## config.mk

```make
export PLATFORM = sky130hd
export DESIGN_NAME = gsp_ctrl
export DESIGN_NICKNAME = d
export VERILOG_FILES = /design/src/rtl/core/gsp_pkg.sv /design/src/rtl/core/gsp_ctrl.sv
export SDC_FILE = /design/constraint.sdc
export NUM_CORES = 1
export LEC_CHECK = 0
export BUFFER_PORTS_ARGS = -buffer_cell sky130_fd_sc_hd__clkbuf_2
export CORE_MARGIN = 1
export CORE_UTILIZATION = 51
export DETAILED_ROUTE_END_ITERATION = 10
export MAX_ROUTING_LAYER = met4
export PLACE_DENSITY = 0.87
export SLEW_MARGIN = 30
export SYNTH_ARGS = -nofsm -noshare
export SYNTH_HDL_FRONTEND = slang
export SYNTH_SLANG_ARGS = --single-unit
export TNS_END_PERCENT = 10
```

## constraint.sdc

```tcl
create_clock -name clk -period 1.9 [get_ports clk]
set_input_delay 0.19 -clock clk [delete_from_list [all_inputs] [get_ports clk]]
set_output_delay 0.19 -clock clk [all_outputs]
set_load 0.01 [all_outputs]
```

## src/rtl/core/gsp_pkg.sv

```systemverilog
`timescale 1ns / 1ps
`default_nettype none

package gsp_pkg;

  // Pool geometry and field widths
  localparam int SLOTS  = 16;
  localparam int SLOT_W = 4;
  localparam int GEN_W  = 16;
  localparam int TIME_W = 24;
  localparam int CNT_W  = 5;
  localparam int PRI_W  = 8;
  localparam int Q_W    = 16;
  localparam int FADE_W = 17;
  localparam int OUT_W  = 15;

  localparam logic [FADE_W-1:0] FADE_ONE = FADE_W'(1) << Q_W;

  // Operation codes
  localparam logic [1:0] OP_PLAY  = 2'd0;
  localparam logic [1:0] OP_STOP  = 2'd1;
  localparam logic [1:0] OP_CLEAR = 2'd2;
  localparam logic [1:0] OP_TICK  = 2'd3;

  // Result kinds
  localparam logic [2:0] KIND_PLAY  = 3'd0;
  localparam logic [2:0] KIND_STOP  = 3'd1;
  localparam logic [2:0] KIND_CLEAR = 3'd2;
  localparam logic [2:0] KIND_LIGHT = 3'd3;
  localparam logic [2:0] KIND_EMPTY = 3'd4;

  typedef struct packed {
    logic [1:0]         operation;
    logic [23:0]        duration;
    logic [7:0]         priority_req;
    logic               curve;
    logic signed [15:0] start_range;
    logic signed [15:0] end_range;
    logic signed [15:0] start_intensity;
    logic signed [15:0] end_intensity;
    logic [3:0]         handle_slot;
    logic [15:0]        handle_gen;
    logic [23:0]        delta_time;
    logic [4:0]         output_room;
  } in_word_t;

  typedef struct packed {
    logic [2:0]  kind;
    logic        ok;
    logic [3:0]  slot_index;
    logic [15:0] generation;
    logic [16:0] fade_rate;
    logic [14:0] light_range;
    logic [14:0] light_intensity;
    logic        last;
  } out_word_t;

  // Datapath commands
  typedef enum logic [3:0] {
    CMD_NONE, CMD_PLAY, CMD_STOP, CMD_CLEAR, CMD_TINIT, CMD_EMPTY, CMD_SCAN, CMD_DINIT,
    CMD_DIV, CMD_FADE, CMD_QUINT, CMD_QEND, CMD_LERP_R, CMD_LERP_I, CMD_EMIT, CMD_AGE
  } cmd_t;

  typedef struct packed {
    logic load;
    cmd_t cmd;
  } ctl_t;

  typedef struct packed {
    logic [1:0] op;
    logic       no_rec;
    logic       scan_last;
    logic       div_last;
    logic       quint_last;
    logic       curve;
    logic       more_rec;
    logic       out_full;
  } sts_t;

endpackage

`default_nettype wire

```

## src/rtl/core/gsp_ctrl.sv

```systemverilog
`timescale 1ns / 1ps
`default_nettype none

module gsp_ctrl (
  input  wire logic          clk,
  input  wire logic          rst_n,
  input  wire logic          in_valid,
  output logic               in_ready,
  input  wire gsp_pkg::sts_t sts,
  output gsp_pkg::ctl_t      ctl
);

  typedef enum logic [4:0] {
    S_IDLE, S_DISPATCH, S_PLAY, S_STOP, S_CLEAR, S_TINIT, S_TCHK, S_EMPTY,
    S_SCAN, S_DINIT, S_DIV, S_FADE, S_QUINT, S_QEND, S_LR, S_LI, S_EMIT, S_AGE
  } state_t;

  state_t state_r, state_nxt;

  assign in_ready = (state_r == S_IDLE);

  // Next state and command decode
  always_comb begin
    state_nxt = state_r;
    ctl.load  = in_valid && (state_r == S_IDLE);
    ctl.cmd   = gsp_pkg::CMD_NONE;
    unique case (state_r)
      S_IDLE: begin
        if (in_valid) state_nxt = S_DISPATCH;
      end
      S_DISPATCH: begin
        unique case (sts.op)
          gsp_pkg::OP_PLAY:  state_nxt = S_PLAY;
          gsp_pkg::OP_STOP:  state_nxt = S_STOP;
          gsp_pkg::OP_CLEAR: state_nxt = S_CLEAR;
          default:           state_nxt = S_TINIT;
        endcase
      end
      S_PLAY: begin
        if (!sts.out_full) begin
          ctl.cmd   = gsp_pkg::CMD_PLAY;
          state_nxt = S_IDLE;
        end
      end
      S_STOP: begin
        if (!sts.out_full) begin
          ctl.cmd   = gsp_pkg::CMD_STOP;
          state_nxt = S_IDLE;
        end
      end
      S_CLEAR: begin
        if (!sts.out_full) begin
          ctl.cmd   = gsp_pkg::CMD_CLEAR;
          state_nxt = S_IDLE;
        end
      end
      S_TINIT: begin
        ctl.cmd   = gsp_pkg::CMD_TINIT;
        state_nxt = S_TCHK;
      end
      S_TCHK: begin
        state_nxt = sts.no_rec ? S_EMPTY : S_SCAN;
      end
      S_EMPTY: begin
        if (!sts.out_full) begin
          ctl.cmd   = gsp_pkg::CMD_EMPTY;
          state_nxt = S_AGE;
        end
      end
      S_SCAN: begin
        ctl.cmd = gsp_pkg::CMD_SCAN;
        if (sts.scan_last) state_nxt = S_DINIT;
      end
      S_DINIT: begin
        ctl.cmd   = gsp_pkg::CMD_DINIT;
        state_nxt = S_DIV;
      end
      S_DIV: begin
        ctl.cmd = gsp_pkg::CMD_DIV;
        if (sts.div_last) state_nxt = S_FADE;
      end
      S_FADE: begin
        ctl.cmd   = gsp_pkg::CMD_FADE;
        state_nxt = sts.curve ? S_QUINT : S_LR;
      end
      S_QUINT: begin
        ctl.cmd = gsp_pkg::CMD_QUINT;
        if (sts.quint_last) state_nxt = S_QEND;
      end
      S_QEND: begin
        ctl.cmd   = gsp_pkg::CMD_QEND;
        state_nxt = S_LR;
      end
      S_LR: begin
        ctl.cmd   = gsp_pkg::CMD_LERP_R;
        state_nxt = S_LI;
      end
      S_LI: begin
        ctl.cmd   = gsp_pkg::CMD_LERP_I;
        state_nxt = S_EMIT;
      end
      S_EMIT: begin
        if (!sts.out_full) begin
          ctl.cmd   = gsp_pkg::CMD_EMIT;
          state_nxt = sts.more_rec ? S_SCAN : S_AGE;
        end
      end
      S_AGE: begin
        ctl.cmd = gsp_pkg::CMD_AGE;
        if (sts.scan_last) state_nxt = S_IDLE;
      end
      default: state_nxt = S_IDLE;
    endcase
  end

  // State register
  always_ff @(posedge clk) begin
    if (!rst_n) begin
      state_r <= S_IDLE;
    end else begin
      state_r <= state_nxt;
    end
  end

endmodule

`default_nettype wire

```

# [Yosys cells after proc, flatten, opt, wreduce, memory -nomap -nowiden]
# Cells that the tools add are included.
[classes] n_addsub=0 multipliers=0 n_div=0 magnitude_cmp=0 n_eq_ne=27 shift=0 n_mux=19 n_bitwise=0 reduce_logical=5
[op_table] cell="$pmux W5 S16" n=1
[op_table] cell="$pmux W4 S15" n=1
[op_table] cell="$mux W5" n=9
[op_table] cell="$eq A5 B4 Y1 const B" n=8
[op_table] cell="$eq A5 B3 Y1 const B" n=4
[op_table] cell="$ne A2 B2 Y1 const B" n=8
[op_table] cell="$eq A5 B2 Y1 const B" n=2
[op_table] cell="$eq A5 B5 Y1 const B" n=2
[op_table] cell="$pmux W3 S3" n=1
[op_table] cell="$mux W4" n=2
[op_table] cell="$reduce_and A8 Y1" n=1
[op_table] cell="$mux W2" n=3
[op_table] cell="$eq A5 B1 Y1 const B" n=1
[op_table] cell="$logic_not A5 Y1" n=1
[op_table] cell="$mux W3" n=1
[op_table] cell="$reduce_or A3 Y1" n=1
[op_table] cell="$eq A2 B1 Y1 const B" n=1
[op_table] cell="$eq A2 B2 Y1 const B" n=1
[op_table] cell="$logic_not A2 Y1" n=1
[op_table] cell="$logic_and A1 B1 Y1" n=1
[op_table] cell="$mux W1" n=1
[totals] ff_bits=5 latch_bits=0 ram_bits=0 mem_bits_ro=0 input_bits=12 n_memories=0

# [Longest topological paths before layout]
[logic_depth] depth_word=4 ltp_mapped=7

# [Worst setup path before layout]
# Ideal clock, no wire load.
[synth_path] path_kind="register to register" start="register state_r[3]" end="register state_r[4]" arrival_ns=1.572 t_required_ns=1.828 slack_ns=0.257 path_stages_with_launch=8 n_path_buf=2 synth_period_minus_slack_ns=1.643 path_cell_list="dfxtp_1 or2_1 buf_2 nor4_2 nor2b_1 a311o_2 buf_6 mux2i_1"
[synth_via] word_cells_on_any_way=29
[synth_rtl] item="start: declaration" line="gsp_ctrl.sv:18" text="state_t state_r, state_nxt;"
[synth_rtl] item="start signal: assignment" line="gsp_ctrl.sv:121" text="state_r <= state_nxt;"
[synth_rtl] item="$logic_not A5 Y1 *"
[synth_rtl] item="via in_ready" line="gsp_ctrl.sv:8" text="output logic in_ready,"
[synth_rtl] item="$ne A2 B2 Y1 (no line)"
[synth_rtl] item="$reduce_and A8 Y1 (no line)"
# Mark *: on every way through the listed nets, which the timed path passes. The rest lies on a longest branch.
# A chain may end at the register's enable or synchronous reset.

# [Final worst setup path]
[layout_path] start="register state_r[1]" end="register state_r[1]"
[layout_via] elab_chain_cells=4 word_cells_on_any_way=29
[layout_rtl] item="$eq A5 B3 Y1 / $eq A5 B2 Y1 (equally long branches)" line="gsp_ctrl.sv:27" text="unique case (state_r)"
[layout_rtl] item="$reduce_or A3 Y1 (no line)"
[layout_rtl] item="$ne A2 B2 Y1 (no line)"
[layout_rtl] item="$reduce_and A8 Y1 (no line)"
# Several ways; a longest one is shown, not always the timed one.

==> impl_metrics.prom <==
# TYPE chip_impl_metric gauge
chip_impl_info{name="run_status",value="complete, no violations"} 1
chip_impl_info{name="critPathCaptureType",value="flop"} 1
chip_impl_info{name="timing.critical_path.from_type",value="flop"} 1
chip_impl_metric{name="synthesis.instances",unit=""} 102
chip_impl_metric{name="synth_top_area_frac",unit=""} 0.143
chip_impl_metric{name="detail_route.first_pass.iterations",unit=""} 4
chip_impl_metric{name="internal_power",unit="mW"} 0.443
chip_impl_info{name="worst_path_max_delay_cell",value="sky130_fd_sc_hd__or4_1"} 1
chip_impl_metric{name="mappedNetlistArea",unit="µm²"} 701
chip_impl_metric{name="ir_drop",unit="mV"} 0.592
chip_impl_metric{name="drv.max_cap_violation_count",unit=""} 0
chip_impl_metric{name="synthesis.nets",unit=""} 114
chip_impl_info{name="clock-root-buffer",value="sky130_fd_sc_hd__clkbuf_4"} 1
chip_impl_metric{name="finalWeightedCongestion",unit=""} 0.882
chip_impl_metric{name="crit_arrival",unit="ps"} 1980
chip_impl_metric{name="pwr-share-clk",unit=""} 0.152
chip_impl_metric{name="dieArea",unit="µm²"} 1530
chip_impl_metric{name="layout.cell_area.non_filler",unit="µm²"} 865
chip_impl_metric{name="comb_power_share",unit=""} 0.599
chip_impl_metric{name="power_switching_share",unit=""} 0.464
chip_impl_metric{name="routed-via-count",unit=""} 866
chip_impl_metric{name="synth_warnings",unit=""} 0
chip_impl_metric{name="floorplan.rows",unit=""} 12
chip_impl_metric{name="total_leakage_power",unit="nW"} 0.329
chip_impl_metric{name="netSwitchingPower",unit="mW"} 0.384
chip_impl_metric{name="boundaryPins",unit=""} 18
chip_impl_info{name="critical-path-top-delay-family",value="simple AND/OR/NAND/NOR gates"} 1
chip_impl_metric{name="placeableCoreArea",unit="µm²"} 1190
chip_impl_metric{name="clkTransAtPathRegs",unit="ps"} 50
chip_impl_metric{name="fin_crit_sh",unit=""} 0.956
chip_impl_metric{name="post-dp-hpwl",unit="µm"} 1430
chip_impl_metric{name="path_buf_inv",unit=""} 1
chip_impl_info{name="synth_top_cells_by_area",value="sky130_fd_sc_hd__dfxtp_1 14%, sky130_fd_sc_hd__nand2_1 6.4%, sky130_fd_sc_hd__mux2i_1 5.7%"} 1
chip_impl_metric{name="cts_inserted_buffers",unit=""} 3
chip_impl_info{name="worst-setup-path-type",value="flop to flop"} 1
chip_impl_metric{name="finalWorstSetupSlack",unit="ps"} 83.7
chip_impl_metric{name="port-buffer-count",unit=""} 17
chip_impl_metric{name="clock-sinks",unit=""} 5
chip_impl_metric{name="h-tree-depth",unit=""} 1
chip_impl_info{name="ys_top_cells_by_count",value="12 x sky130_fd_sc_hd__nand2_1, 8 x sky130_fd_sc_hd__o21ai_0, 6 x sky130_fd_sc_hd__a21oi_1"} 1
chip_impl_metric{name="avgSynthCellArea",unit="µm²"} 6.87
chip_impl_info{name="tritoncts",value="done"} 1
chip_impl_metric{name="power.sequential.fraction",unit=""} 0.250
chip_impl_metric{name="edff_count_synth",unit=""} 0
chip_impl_metric{name="utilization",unit=""} 0.729
chip_impl_metric{name="required",unit="ps"} 2060
chip_impl_metric{name="synth_async_sr_flop_share",unit=""} 0
chip_impl_metric{name="wl",unit="µm"} 2040
chip_impl_info{name="crit_chain",value="inv_2 -> or4_1 -> o211ai_2 -> a311o_2 -> mux2i_1"} 1
chip_impl_metric{name="fin_skew",unit="ps"} 5.46
chip_impl_metric{name="fp.dieH",unit="µm"} 39.1
chip_impl_info{name="reg.largest.list",value="state_r x5"} 1
chip_impl_info{name="synth_ff_type",value="sky130_fd_sc_hd__dfxtp_1"} 1
chip_impl_metric{name="synth-seq-cells",unit=""} 5
chip_impl_metric{name="holdBufCountCts",unit=""} 0
chip_impl_metric{name="grt-ovfl-total",unit=""} 0
chip_impl_metric{name="final-hold-violation-count",unit=""} 0
chip_impl_metric{name="max_slew.worst_pin.slew",unit="ps"} 327
chip_impl_metric{name="fraction_of_final_layout_cells_sized_beyond_drive_strength_1",unit=""} 0.355
chip_impl_metric{name="area_delta_synth_final",unit="%"} 23.4
chip_impl_metric{name="antenna_found_initial",unit=""} 0
chip_impl_metric{name="relSlewSlack",unit=""} 0.782
chip_impl_metric{name="synth_cell_type_count",unit=""} 43
chip_impl_metric{name="first_global_vias",unit=""} 750
chip_impl_metric{name="grt_start_max_net_pins",unit=""} 18
chip_impl_info{name="synth_top_cell_by_area",value="sky130_fd_sc_hd__dfxtp_1"} 1
chip_impl_metric{name="report.final.slew_viol_count",unit=""} 0
chip_impl_info{name="regMostFlops",value="state_r"} 1
chip_impl_metric{name="fmaxAchievable",unit="MHz"} 551
chip_impl_metric{name="die-width",unit="µm"} 39.1
chip_impl_metric{name="grt_first_pass_wirelength",unit="µm"} 3280
chip_impl_metric{name="ant_nets",unit=""} 0
chip_impl_metric{name="number_of_flip_flops_in_the_largest_register",unit=""} 5
chip_impl_metric{name="nets",unit=""} 134
chip_impl_metric{name="start_util",unit=""} 0.591
chip_impl_metric{name="cts.path.max_buffers",unit=""} 2
chip_impl_info{name="hold_path.class",value="input pin to flop"} 1
chip_impl_info{name="yosys.cell_count.top_type",value="sky130_fd_sc_hd__nand2_1"} 1
chip_impl_metric{name="pre_cts_slack",unit="ps"} -103
chip_impl_metric{name="period_needed",unit="ps"} 1820
chip_impl_metric{name="antenna_cells",unit=""} 0
chip_impl_metric{name="route.detailed.vias_per_inst",unit=""} 6.41
chip_impl_metric{name="setup_violations",unit=""} 0
chip_impl_metric{name="avgRoutedWirePerCell",unit="µm"} 15.1
chip_impl_metric{name="crit_fanout",unit=""} 8
chip_impl_metric{name="cpPeakStageDelay",unit="ps"} 540
chip_impl_metric{name="detail_route.drc_violations",unit=""} 0
chip_impl_metric{name="placed_cell_area",unit="µm²"} 810
chip_impl_metric{name="ys_seq_area_frac",unit=""} 0.143
chip_impl_metric{name="total_power",unit="mW"} 0.827
chip_impl_metric{name="pwr_density_cell",unit="nW/µm²"} 956
chip_impl_metric{name="worstSkewPairLatency",unit="ps"} 240
chip_impl_metric{name="groute.usage.overall",unit=""} 0.316
chip_impl_metric{name="initialDrtViolationCount",unit=""} 51
-- worst register-to-register path: stages, from the launching register on --
cell and delay (ps):
sky130_fd_sc_hd__dfxtp_1 510, sky130_fd_sc_hd__inv_2 60, sky130_fd_sc_hd__or4_1 540, sky130_fd_sc_hd__o211ai_2 170, sky130_fd_sc_hd__a311o_2 230, sky130_fd_sc_hd__mux2i_1 230
-- placed cells by master, fill, tap and decap left out, drive strengths merged, types with 4 or more instances in the layout --
master	netlist	routed
clkbuf	3	21
nand2b	4	4
buf	8	9
inv	4	4
nor2	4	4
a21oi	6	6
nor2b	4	4
nand2	12	12
mux2i	4	4
o21ai	10	10
dfxtp	5	5
-- layer usage --
layer	global-route usage	up-vias	share of wire
met5	-	-	0
met4	0.0862	0	0.010
met3	0.0636	4	0.067
met2	0.513	54	0.48
met1	0.395	391	0.44
li1	-	417	-
-- logic make-up (layout without fill, tap and decap cells) --
family,after synthesis,in the layout,share of synthesized area
AOI/OAI and AO/OA,33,33,0.311
and+or+nand+nor,43,43,0.352
DFF,5,5,0.143
xor gates and xnor gates,1,1,0.0125
buffers and inverters,15,34,0.109
muxes,5,5,0.0732
-- timing repair --
item	CTS	global route
pin swaps	0	1
resized for setup	4	5
buffers inserted	0	0
setup endpoints to repair	4	7
-- path summary, 6_finish.rpt --
check	startpoint	end	slack [ps]	cells past startpoint
setup / recovery	state_r[1]	state_r[1]	80	5
hold / removal	rst_n	state_r[4]	300	3
setup reg to reg	state_r[1]	state_r[1]	80	5
hold reg to reg	state_r[3]	state_r[3]	570	2
-- per-stage QoR --
| step | hold WS, ps | setup TNS, ps | std cells |
|---|---|---|---|
| floorplan | 481 | 0 | 102 |
| global placement | 541 | 0 | 131 |
| detailed placement | 543 | -237 | 131 |
| CTS | 287 | 0 | 135 |
| global route | 324 | -3.95 | 135 |
| finish | 303 | 0 | 135 |
-- power groups by stage --
stage | combinational (mW) | sequential, mW | clock, mW
detailed placement | 0.462 | 0.195 | 0
global placement | 0.450 | 0.190 | 0
CTS | 0.469 | 0.195 | 0.127
floorplan | 0.409 | 0.144 | 0
global route | 0.545 | 0.210 | 0.134
finish | 0.495 | 0.206 | 0.125
-- layout make-up --
class | instances | area (µm²)
Tap cell | 14 | 17.5
Clock buffer | 4 | 26.3
Inverter | 4 | 15.0
Fill cell | 99 | 322
Multi-Input combinational cell | 82 | 546
Timing Repair Buffer | 26 | 153
Sequential cell | 5 | 108
(Power assumes the default switching activity.)
